### config.mk
export PLATFORM = sky130hd
export DESIGN_NAME = x86_shift_rotate_unit_32
export DESIGN_NICKNAME = d
export VERILOG_FILES = /design/src/srot_pkg.sv /design/src/x86_shift_rotate_unit_32.sv /design/src/srot_decode.sv /design/src/srot_funnel.sv /design/src/srot_flags.sv
export SDC_FILE = /design/constraint.sdc
export NUM_CORES = 1
export LEC_CHECK = 0
export BUFFER_PORTS_ARGS = -buffer_cell sky130_fd_sc_hd__buf_2
export CAP_MARGIN = 20
export CORE_MARGIN = 1.5
export CORE_UTILIZATION = 55
export DETAILED_ROUTE_END_ITERATION = 8
export PLACE_DENSITY = 0.76
export SYNTH_ARGS = -nofsm -noshare
export SYNTH_HDL_FRONTEND = slang
export SYNTH_HIERARCHICAL = 1
export SYNTH_SLANG_ARGS = --single-unit
export TNS_END_PERCENT = 30
### constraint.sdc
create_clock -name clk -period 7.1 [get_ports clk]
set_input_delay 1.42 -clock clk [delete_from_list [all_inputs] [get_ports clk]]
set_output_delay 1.42 -clock clk [all_outputs]
set_load 0.01 [all_outputs]
### src/srot_pkg.sv
// Shared types and constants for the 32-bit shift and rotate unit.
package srot_pkg;

  localparam int DATA_W   = 32;
  localparam int COUNT_W  = 5;                    // count bits that take effect
  localparam int RAW_CNT_W = 8;
  localparam int SHIFT_W  = 6;                    // funnel shift amount, 0..31
  localparam int WIN_W    = 2 * DATA_W + 1;       // {hi, lo, guard bit}
  localparam int TAP_W    = DATA_W + 2;           // {left carry, result, right carry}
  localparam int FINE_W   = 3;                    // low shift bits done in stage three
  localparam int COARSE_W = TAP_W + (1 << FINE_W) - 1;

  typedef enum logic [3:0] {
    CMD_SHLD = 4'd0,
    CMD_SHRD = 4'd1,
    CMD_ROL  = 4'd2,
    CMD_ROR  = 4'd3,
    CMD_RCL  = 4'd4,
    CMD_RCR  = 4'd5,
    CMD_SHL  = 4'd6,
    CMD_SHR  = 4'd7,
    CMD_SAR  = 4'd8
  } cmd_e;

  // Per-item control that rides along with the data
  typedef struct packed {
    logic act;    // masked count nonzero and a known command
    logic left;   // carry comes from the bit shifted out on the left
    logic szp;    // sign, zero and parity are updated
    logic sar;    // overflow forced low
    logic cin;    // incoming carry, passed through when inactive
  } ctl_t;

endpackage

### src/x86_shift_rotate_unit_32.sv
// Top level of the pipelined 32-bit x86 shift and rotate unit.
//
// Commands enter on start with command, destination_value, source_value,
// count and carry_in. A command transfers at every rising edge where start
// is high and busy is low; busy stays low, so one command may enter every
// cycle. Only the low five bits of count take effect.
//
// Each command produces exactly one result, shown for one cycle with done
// high. Decode, coarse shift, fine shift and flag generation each hold a
// register stage, and the 64-bit funnel shift is split across the two
// shift stages. Throughput is one command per cycle.
//
// A masked count of zero, or an unknown command, returns the destination
// unchanged with writes_back low and carry_out equal to carry_in.
// Synchronous reset clears every valid bit in flight; results in the
// pipeline at reset are dropped. The receiver cannot stall the unit.
module x86_shift_rotate_unit_32
  import srot_pkg::*;
(
  input  logic                 clk,
  input  logic                 rst,
  input  logic                 start,
  output logic                 busy,
  input  logic [3:0]           command,
  input  logic [DATA_W-1:0]    destination_value,
  input  logic [DATA_W-1:0]    source_value,
  input  logic [RAW_CNT_W-1:0] count,
  input  logic                 carry_in,
  output logic                 done,
  output logic [DATA_W-1:0]    result,
  output logic                 writes_back,
  output logic                 carry_out,
  output logic                 overflow_out,
  output logic                 szp_valid,
  output logic                 sign_out,
  output logic                 zero_out,
  output logic                 parity_out
);

  logic               dec_valid;
  ctl_t               dec_ctl;
  logic [DATA_W-1:0]  dec_hi;
  logic [DATA_W-1:0]  dec_lo;
  logic [SHIFT_W-1:0] dec_amount;
  logic               fun_valid;
  ctl_t               fun_ctl;
  logic [TAP_W-1:0]   fun_tap;

  // Fully pipelined: never hold off a command
  assign busy = 1'b0;

  srot_decode u_decode (
    .clk               (clk),
    .rst               (rst),
    .in_valid          (start && !busy),
    .command           (command),
    .destination_value (destination_value),
    .source_value      (source_value),
    .count             (count),
    .carry_in          (carry_in),
    .valid             (dec_valid),
    .ctl               (dec_ctl),
    .hi                (dec_hi),
    .lo                (dec_lo),
    .amount            (dec_amount)
  );

  srot_funnel u_funnel (
    .clk      (clk),
    .rst      (rst),
    .in_valid (dec_valid),
    .in_ctl   (dec_ctl),
    .hi       (dec_hi),
    .lo       (dec_lo),
    .amount   (dec_amount),
    .valid    (fun_valid),
    .ctl      (fun_ctl),
    .tap      (fun_tap)
  );

  srot_flags u_flags (
    .clk          (clk),
    .rst          (rst),
    .in_valid     (fun_valid),
    .in_ctl       (fun_ctl),
    .tap          (fun_tap),
    .done         (done),
    .result       (result),
    .writes_back  (writes_back),
    .carry_out    (carry_out),
    .overflow_out (overflow_out),
    .szp_valid    (szp_valid),
    .sign_out     (sign_out),
    .zero_out     (zero_out),
    .parity_out   (parity_out)
  );

`ifndef NO_ASSERTIONS
  // Every transfer in comes out on done once it has passed the register stages
  a_latency: assert property (@(posedge clk) disable iff (rst)
    (!$past(rst, 1) && !$past(rst, 2) && !$past(rst, 3) && !$past(rst, 4))
      |-> (done == $past(start, 4)))
    else $error("result strobe does not match command four cycles earlier");

  // Flag updates only happen on a write-back
  a_szp_needs_write: assert property (@(posedge clk) disable iff (rst)
    (done && (szp_valid || overflow_out)) |-> writes_back)
    else $error("flags updated without write-back");

  // A zero result is positive and has even parity
  a_zero_flags: assert property (@(posedge clk) disable iff (rst)
    (done && zero_out) |-> (parity_out && !sign_out && result == '0))
    else $error("zero flag inconsistent with result");

  // Skipped operations leave the carry untouched
  a_skip_carry: assert property (@(posedge clk) disable iff (rst)
    (done && !writes_back && !$past(rst, 4))
      |-> (carry_out == $past(carry_in, 4) && result == $past(destination_value, 4)))
    else $error("skipped operation changed carry or value");
`endif

endmodule

### src/srot_decode.sv
// Stage one: map each command onto a 64-bit right funnel shift.
module srot_decode
  import srot_pkg::*;
(
  input  logic                 clk,
  input  logic                 rst,
  input  logic                 in_valid,
  input  logic [3:0]           command,
  input  logic [DATA_W-1:0]    destination_value,
  input  logic [DATA_W-1:0]    source_value,
  input  logic [RAW_CNT_W-1:0] count,
  input  logic                 carry_in,
  output logic                 valid,
  output ctl_t                 ctl,
  output logic [DATA_W-1:0]    hi,
  output logic [DATA_W-1:0]    lo,
  output logic [SHIFT_W-1:0]   amount
);

  logic [COUNT_W-1:0] n;
  logic [SHIFT_W-1:0] n_right;
  logic [SHIFT_W-1:0] n_left;
  logic [DATA_W-1:0]  d;
  ctl_t               ctl_next;
  logic [DATA_W-1:0]  hi_next;
  logic [DATA_W-1:0]  lo_next;
  logic [SHIFT_W-1:0] amount_next;

  assign n       = count[COUNT_W-1:0];
  assign d       = destination_value;
  assign n_right = {{(SHIFT_W-COUNT_W){1'b0}}, n};
  assign n_left  = SHIFT_W'(DATA_W) - n_right;

  // Pick the funnel halves and shift amount for each operation
  always_comb begin
    ctl_next     = '0;
    ctl_next.cin = carry_in;
    hi_next      = '0;
    lo_next      = d;
    amount_next  = '0;
    unique case (command)
      CMD_SHLD: begin
        hi_next = d; lo_next = source_value; amount_next = n_left;
        ctl_next.left = 1'b1; ctl_next.szp = 1'b1;
      end
      CMD_SHRD: begin
        hi_next = source_value; lo_next = d; amount_next = n_right;
        ctl_next.szp = 1'b1;
      end
      CMD_ROL: begin
        hi_next = d; lo_next = d; amount_next = n_left;
        ctl_next.left = 1'b1;
      end
      CMD_ROR: begin
        hi_next = d; lo_next = d; amount_next = n_right;
      end
      CMD_RCL: begin
        hi_next = d; lo_next = {carry_in, d[DATA_W-1:1]}; amount_next = n_left;
        ctl_next.left = 1'b1;
      end
      CMD_RCR: begin
        hi_next = {d[DATA_W-2:0], carry_in}; lo_next = d; amount_next = n_right;
      end
      CMD_SHL: begin
        hi_next = d; lo_next = '0; amount_next = n_left;
        ctl_next.left = 1'b1; ctl_next.szp = 1'b1;
      end
      CMD_SHR: begin
        hi_next = '0; lo_next = d; amount_next = n_right;
        ctl_next.szp = 1'b1;
      end
      CMD_SAR: begin
        hi_next = {DATA_W{d[DATA_W-1]}}; lo_next = d; amount_next = n_right;
        ctl_next.szp = 1'b1; ctl_next.sar = 1'b1;
      end
      default: begin
        hi_next = '0;
      end
    endcase
    ctl_next.act = (n != '0) && (command <= CMD_SAR);
    // Inactive items pass the destination through untouched
    if (!ctl_next.act) begin
      hi_next     = '0;
      lo_next     = d;
      amount_next = '0;
      ctl_next.szp = 1'b0;
      ctl_next.sar = 1'b0;
    end
  end

  // Advance the valid bit
  always_ff @(posedge clk) begin
    if (rst) begin
      valid <= 1'b0;
    end else begin
      valid <= in_valid;
    end
  end

  // Hold the decoded payload
  always_ff @(posedge clk) begin
    ctl    <= ctl_next;
    hi     <= hi_next;
    lo     <= lo_next;
    amount <= amount_next;
  end

endmodule

### src/srot_funnel.sv
// Stages two and three: coarse then fine right shift of the funnel window.
module srot_funnel
  import srot_pkg::*;
(
  input  logic               clk,
  input  logic               rst,
  input  logic               in_valid,
  input  ctl_t               in_ctl,
  input  logic [DATA_W-1:0]  hi,
  input  logic [DATA_W-1:0]  lo,
  input  logic [SHIFT_W-1:0] amount,
  output logic               valid,
  output ctl_t               ctl,
  output logic [TAP_W-1:0]   tap
);

  logic [WIN_W-1:0]    window;
  logic [WIN_W-1:0]    coarse_full;
  logic [COARSE_W-1:0] coarse;
  logic [FINE_W-1:0]   fine;
  logic                mid_valid;
  ctl_t                mid_ctl;
  logic [COARSE_W-1:0] fine_full;

  // Shift by multiples of eight; guard bit below lo gives the right carry
  assign window      = {hi, lo, 1'b0};
  assign coarse_full = window >> {amount[SHIFT_W-1:FINE_W], {FINE_W{1'b0}}};
  assign fine_full   = coarse >> fine;

  // Advance the valid bits
  always_ff @(posedge clk) begin
    if (rst) begin
      mid_valid <= 1'b0;
      valid     <= 1'b0;
    end else begin
      mid_valid <= in_valid;
      valid     <= mid_valid;
    end
  end

  // Hold the coarse window, then the final tap
  always_ff @(posedge clk) begin
    coarse  <= coarse_full[COARSE_W-1:0];
    fine    <= amount[FINE_W-1:0];
    mid_ctl <= in_ctl;
    tap     <= fine_full[TAP_W-1:0];
    ctl     <= mid_ctl;
  end

endmodule

### src/srot_flags.sv
// Stage four: result, carry, overflow and sign/zero/parity into output registers.
module srot_flags
  import srot_pkg::*;
(
  input  logic              clk,
  input  logic              rst,
  input  logic              in_valid,
  input  ctl_t              in_ctl,
  input  logic [TAP_W-1:0]  tap,
  output logic              done,
  output logic [DATA_W-1:0] result,
  output logic              writes_back,
  output logic              carry_out,
  output logic              overflow_out,
  output logic              szp_valid,
  output logic              sign_out,
  output logic              zero_out,
  output logic              parity_out
);

  logic [DATA_W-1:0] res;
  logic              cf;
  logic              of;

  assign res = tap[DATA_W:1];

  // Carry is the last bit out on the side the operation shifts toward, or carry_in when inactive
  always_comb begin
    if (!in_ctl.act) begin
      cf = in_ctl.cin;
    end else if (in_ctl.left) begin
      cf = tap[TAP_W-1];
    end else begin
      cf = tap[0];
    end
    if (!in_ctl.act || in_ctl.sar) begin
      of = 1'b0;
    end else if (in_ctl.left) begin
      of = cf ^ res[DATA_W-1];
    end else begin
      of = res[DATA_W-2] ^ res[DATA_W-1];
    end
  end

  // Advance the strobe
  always_ff @(posedge clk) begin
    if (rst) begin
      done <= 1'b0;
    end else begin
      done <= in_valid;
    end
  end

  // Hold the result fields
  always_ff @(posedge clk) begin
    result       <= res;
    writes_back  <= in_ctl.act;
    carry_out    <= cf;
    overflow_out <= of;
    szp_valid    <= in_ctl.szp;
    sign_out     <= in_ctl.szp & res[DATA_W-1];
    zero_out     <= in_ctl.szp & (res == '0);
    parity_out   <= in_ctl.szp & ~(^res[7:0]);
  end

endmodule
==> results by group, run 1 <==
Status
  • Status: finished, final reports clean

Pwr
  • Pwr Total: 0.00303 W
  • IR drop worst, VDD: between 0.2 and 0.3 mV
  • Leak pwr: roughly 4.4 nW
  • Pwr dens: 272 mW/mm²

STA
  • Slew @ Worst Pin: 1.05 ns
  • RSZ-0062 raised after global routing: false
  • Fmax: ~300 MHz
  • Max Slew Vio Count: 0
  • Fin. Hold Viols: 0
  • Worst slew margin: 0.302
  • # setup viols final: 0
  • Final Cycle Share: 0.470
  • Clock Skews: a little under 0.009 ns
  • Final min period: about 3.3 ns
  • Setup_tns: 0 ns

Synthesis
  • Top_reg_cell synth: dfxtp_1
  • Async SR Flop Fraction: 0
  • Syn Nets: 1031
  • Number of flops mapped to enable cells by yosys: 0
  • Mapped Area: ~0.010 mm²
  • Synth warnings: 6
  • Register area share after synthesis: 0.412
  • Cells after Synth: between 900 and 1000
  • #FFs+latches synth: between 200 and 250
  • Synth unique cells: 65
  • Average cell area after synthesis: 10.6 µm²

Worst hold path
  • WHS Endpoint: u_funnel/ctl[4]$_DFF_P_
  • Hold Path Depth: 0
  • Hold path startpoint: u_funnel/mid_ctl[4]$_DFF_P_
  • Min-Delay Path Class: flip-flop to flip-flop

Worst setup path
  • R2R setup slack: 4.86 ns
  • Reg2reg start: u_decode/amount[3]$_SDFF_PN0_
  • Crit Path Category: primary input to flip-flop
  • RR Endpoint: u_funnel/coarse[14]$_DFF_P_
  • Critical path endpoint category: flip-flop
  • Critical Path Max Stage Delay: between 0.4 and 0.5 ns
  • CP max FO: 42
  • R2R depth: 3
  • CP Data Arrival Time: 3.70 ns
  • Slowest cell on the critical path: buf_4
  • Required @ worst endpoint: around 7.5 ns
  • Critical path launch point type: primary input
  • Cells along the critical path: buf_2 > inv_1 > ha_1 > nor3b_1 > ha_1 > buf_4 > or3_1 > a21oi_2 > buf_4 > mux2_2

GRT
  • GRT Total Usage: 0.251
  • Initial antenna violation count: 0
  • Largest net degree at the start of global routing: between 70 and 80
  • Congestion Overflow GR: 0
  • Vias in the first global route: 6957
  • First-pass GRT wire length: 37.6 mm

Floorplan
  • Starting density of the core: 0.559
  • Die area: 0.0190 mm²
  • Row cnt: 49
  • Die height: 138 µm
  • Number of I/O pins: 121
  • Chip width: 138 µm
  • Core area: about 0.018 mm²

Clocking
  • Worst skew pair latency: slightly below 0.5 ns
  • Post-cts resize count: 0
  • Num CTS Buffers: 21
  • Sink Count: 206
  • TritonCTS clock tree: built
  • Clock Pin Slew Worst Setup and Hold Paths: roughly 0.060 ns
  • Root buf cell: clkbuf_16
  • H-tree levels: 1
  • Postcts setup bufs: 0
  • CTS Buffer Depth: 3
  • Hold-fix buffers, CTS: 0

Routing
  • Routed wire length: between 20 and 25 mm
  • Avg WL per Cell: roughly 19 µm
  • Antenna-violating nets left: 0
  • Via count: roughly 7700
  • Vias per cell: ~6.2
  • DRC Markers: 0
  • Initial DRC count: slightly below 700
  • DRT Pass-1 Iters: 6

Finish
  • Area grow syn2layout: 11.2%
  • Fill count: 1500
  • Most frequent cells in the layout: dfxtp_1 (202), buf_2 (116), mux2_2 (66)
  • Util after Layout: 0.622
  • Layout cells sized above 1: 0.254
  • # diodes: 0
  • Commonest non-fill, non-tap cell in the layout: dfxtp_1
  • Number of nets in the layout: around 1100

Placed design
  • Post-DP HPWL: approximately 17 mm
  • # port buffers: 116
  • GPL Wtd Cong: between 1 and 1.5

Flow run
  • Max-cap violations: 0
## critical path: cells and delay by family
| kind | cells | cell delay [ns] |
|---|---|---|
| AOI/OAI and AO/OA | 1 | 0.12 |
| adders and majority gates | 2 | 0.38 |
| buffers and inverters | 4 | 0.80 |
| muxes | 1 | 0.40 |
| and+or+nand+nor | 2 | 0.54 |
## cell usage after synthesis (all sizes together) (2+ instances only)
master   count  area, µm²
dfxtp      206       4120
mux2        85        961
mux2i       64        644
buf         54        399
nor2b       45        282
o22ai       45        282
nand2       40        153
clkbuf      39        148
a221oi      36        328
a22o        33        289
a311oi      32        287
and3b       32        280
o31ai       32        240
nor4bb      31        310
nor2        21       78.8
o21ai       20        100
inv         15       56.3
a21oi       11       58.8
nand3b      10       75.1
a211oi       9       67.6
o32a         8       80.1
mux4         7        158
ha           6       75.1
nand2b       6       37.5
nor4         6       56.3
and2         5       31.3
nor3         5       30.0
a22oi        4       30.0
a2bb2oi      4       35.0
and2b        4       30.0
or3          3       18.8
xor2         3       26.3
a2bb2o       2       40.0
and4bb       2       25.0
nand4        2       12.5
nor3b        2       15.0
nor4b        2       38.8
o21a         2       15.0
or2          2       12.5
## logic make-up (layout without fill, tap and decap cells)
group	after synthesis	after routing	share of synthesized area
buf+inv	109	182	0.0607
mux	156	156	0.176
xor+xnor	4	4	0.00350
fa+ha+maj	6	6	0.00750
flops	206	206	0.412
other cells	1	1	0.000375
compound gates	243	243	0.189
simple gates	220	220	0.150
## state kept, by name, summed over array words and instances, names as in the netlist, 3 cells and up
register / cells
u_funnel/coarse: 41
u_decode/hi: 32
u_funnel/mid_ctl: 5
u_flags/result: 32
u_funnel/fine: 3
u_decode/lo: 32
u_decode/amount: 6
u_funnel/ctl: 5
u_funnel/tap: 34
u_decode/ctl: 5
## layout make-up
class	count	area, µm²	share of cell area
flip-flops and latches	206	4130	0.371
well taps	229	287	0.0257
inverters	16	60.1	0.00540
multi-input cells	630	5300	0.477
repair buffers	129	698	0.0627
clock buffers	26	554	0.0498
clock inverters	11	97.6	0.00877
## layer usage
metal / vias to the layer above / GRT usage / wire length [µm]
met5: - / 0 / 0
met4: 0 / 0.0880 / 725
met3: 47 / 0.0281 / 1330
met2: 295 / 0.410 / 11100
met1: 3619 / 0.346 / 10900
li1: 3746 / - / -
## report_power, final
part / switching, W / leakage (nW) / total (W) / internal (W)
Sequential: 0.0000968 / 1.72 / 0.00143 / 0.00133
Clock: 0.000431 / 0.321 / 0.00103 / 0.000596
Combinational: 0.000304 / 2.40 / 0.000574 / 0.000270
## through the flow
stage	area, µm²	hold slack [ns]	cells	setup slack [ns]
global route	11100	0.323	1247	3.65
floorplan	10000	0.310	945	3.85
CTS	11100	0.319	1247	3.79
detailed placement	10500	0.312	1210	3.29
global placement	10400	0.312	1209	3.29
finish	11100	0.321	1247	3.76
## worst max-delay path by stage
stage | startpoint | endpoint | slack [ns] | cells past startpoint
after detailed placement | count[0] | u_decode/lo[8]$_DFF_P_ | 3.29 | 10
after floorplan | count[0] | u_decode/lo[26]$_DFF_P_ | 3.85 | 9
after global routing | count[1] | u_decode/lo[7]$_DFF_P_ | 3.65 | 10
final | count[0] | u_decode/lo[8]$_DFF_P_ | 3.76 | 10
after CTS | count[0] | u_decode/lo[8]$_DFF_P_ | 3.79 | 10
after global placement | count[0] | u_decode/lo[8]$_DFF_P_ | 3.29 | 10
Note: power is estimated with default switching activity, not from simulation.
==> inputs of run 2 (changes only) <==
==> constraint.sdc (replaced) <==
create_clock -name clk -period 3.5 [get_ports clk]
set_input_delay 0.7 -clock clk [delete_from_list [all_inputs] [get_ports clk]]
set_output_delay 0.7 -clock clk [all_outputs]
set_load 0.01 [all_outputs]
==> run 2 against run 1 <==
Compared with the run above: largest cell class unchanged; global-route usage grew 0.48 points; highest routed layer unchanged; hold slack gained 0.0049 ns; core utilization grew 0.65 points; clock power grew 120%.
==> results by group, run 2 (synthesized netlist as in run 1, its figures left out) <==
Worst setup path
  • CP max FO: 32 (-24%)
  • Critical Path Max Stage Delay: 0.41 ns (about the same)
  • Critical path launch point type: primary input
  • Crit Path Category: primary input to flip-flop
  • Critical path endpoint category: flip-flop
  • Buf+Inv Stages, Crit Path: 3 (-1)
  • Slowest cell on the critical path: buf_4
  • Cells along the critical path: buf_2 > inv_1 > ha_1 > nor3b_1 > ha_1 > or3_1 > a21oi_2 > buf_4 > mux2_2
  • Kind of cell adding the most delay to the critical path: buffers and inverters
  • Most used cell, CP: ha_1
  • CP Data Arrival Time: 2.68 ns (-1.02 ns)
  • Required @ worst endpoint: 3.87 ns (-3.59 ns)

STA
  • Worst slew margin: 0.484 (+0.181)
  • Fin. Hold Viols: 0 (unchanged)
  • Final Cycle Share: 0.659
  • Final min period: roughly 2.3 ns
  • Setup_tns: 0 ns (unchanged)
  • Fmax: between 400 and 500 MHz
  • Max Slew Vio Count: 0 (unchanged)
  • Slew @ Worst Pin: 0.774 ns (-0.272 ns)
  • RSZ-0062 raised after global routing: false
  • Clock Skews: 0.00760 ns (-0.00105 ns)
  • Min Hold Slack: 0.326 ns (+0.00487 ns)
  • # setup viols final: 0 (unchanged)

GRT
  • First-pass GRT wire length: 38.5 mm (+2.4%)
  • Congestion Overflow GR: 0 (unchanged)
  • Largest net degree at the start of global routing: 57 (-27%)
  • GRT Total Usage: 0.256 (+0.00477)
  • Initial antenna violation count: 0 (unchanged)
  • Vias in the first global route: 7133 (+2.5%)

Clocking
  • Worst skew pair latency: 0.49 ns (about the same)
  • Hold-fix buffers, CTS: 0 (unchanged)
  • TritonCTS clock tree: built
  • H-tree levels: 1 (unchanged)
  • Post-cts resize count: 0 (unchanged)
  • Root buf cell: clkbuf_16
  • Sink Count: 206 (unchanged)
  • Clock Pin Slew Worst Setup and Hold Paths: 0.06 ns (about the same)
  • Num CTS Buffers: 21 (unchanged)
  • Postcts setup bufs: 0 (unchanged)
  • CTS Buffer Depth: 3 (unchanged)

Status
  • Status: finished, final reports clean

Placed design
  • # port buffers: 116 (unchanged)
  • Post-DP HPWL: 17.1 mm (+3.3%)
  • GPL Wtd Cong: 0.980 (-2.9%)

Pwr
  • Leak pwr: 4.49 nW (+1.1%)
  • Pwr dens: 561 mW/mm² (+110%)
  • IR drop worst, VDD: 0.466 mV (+63%)

Worst hold path
  • Min-Delay Path Class: flip-flop to flip-flop

Routing
  • DRT Pass-1 Iters: 5 (-1)
  • Avg WL per Cell: 19.3 µm (+0.51%)
  • Via count: 7797 (+1.2%)
  • Routed wire length: 24.3 mm (+1.2%)
  • Antenna-violating nets left: 0 (unchanged)
  • Vias per cell: 6.21 (+0.52%)
  • Initial DRC count: 595 (-12%)
  • DRC Markers: 0 (unchanged)

Finish
  • Max FFs per register: 41 (unchanged)
  • Area grow syn2layout: 12.4%
  • Commonest non-fill, non-tap cell in the layout: dfxtp_1
  • Largest regs: u_funnel/coarse x41, u_funnel/tap x34
  • Layout cells sized above 1: 0.261 (+0.00679)
  • # diodes: 0 (unchanged)
  • Most flop-heavy register: u_funnel/coarse
  • Number of nets in the layout: 1098 (+0.73%)
  • Most frequent cells in the layout: dfxtp_1 (202), buf_2 (116), mux2_2 (66)

Floorplan
  • Core area: 0.0179 mm² (unchanged)
  • Starting density of the core: 0.559 (unchanged)
  • Chip width: 138 µm (unchanged)
  • Die area: 0.0190 mm² (unchanged)
  • Row cnt: 49 (unchanged)
  • Number of I/O pins: 121 (unchanged)
  • Die height: 138 µm (unchanged)

Flow run
  • Max-cap violations: 0 (unchanged)
run 2: stage by stage:
step | instances | area (µm²) | total power (W) | worst slack (ns) | utilization
global placement | 1217 | 10500 | 0.00407 | 0.740 | 0.588
finish | 1255 | 11200 | 0.00631 | 1.19 | 0.628
detailed placement | 1217 | 10500 | 0.00409 | 0.718 | 0.588
floorplan | 945 | 10000 | 0.00372 | 0.969 | -
CTS | 1254 | 11200 | 0.00635 | 1.22 | 0.628
global route | 1255 | 11200 | 0.00662 | 1.13 | 0.628
run 2: final timing paths:
kind	startpoint	to	slack (ns)	cells past startpoint
max	count[0]	u_decode/lo[8]$_DFF_P_	1.19	9
max reg2reg	u_decode/amount[5]$_SDFF_PN0_	u_funnel/coarse[27]$_DFF_P_	1.50	4
min	u_decode/amount[2]$_SDFF_PN0_	u_funnel/fine[2]$_DFF_P_	0.33	0
min reg2reg	u_decode/amount[2]$_SDFF_PN0_	u_funnel/fine[2]$_DFF_P_	0.33	0
run 2: where the power goes:
part	internal [W]	total, W	switching, W
Clock	0.00136	0.00225	0.000893
Sequential	0.00270	0.00290	0.000202
Combinational	0.000553	0.00117	0.000613
run 2: layout make-up:
type                            instances  area (µm²)
Clock buffer                           25         551
Clock inverter                         12         160
Fill cell                            1513        6660
Inverter                               16        60.1
Multi-Input combinational cell        630        5300
Sequential cell                       206        4130
Tap cell                              229         287
Timing Repair Buffer                  137         763
run 2: routing by layer:
metal / share of wire / vias to the layer above / track usage
met4: 0.039 / 0 / 0.104
met1: 0.44 / 3645 / 0.352
met2: 0.45 / 343 / 0.407
met5: 0 / - / 0
met3: 0.066 / 60 / 0.0340
li1: - / 3749 / -
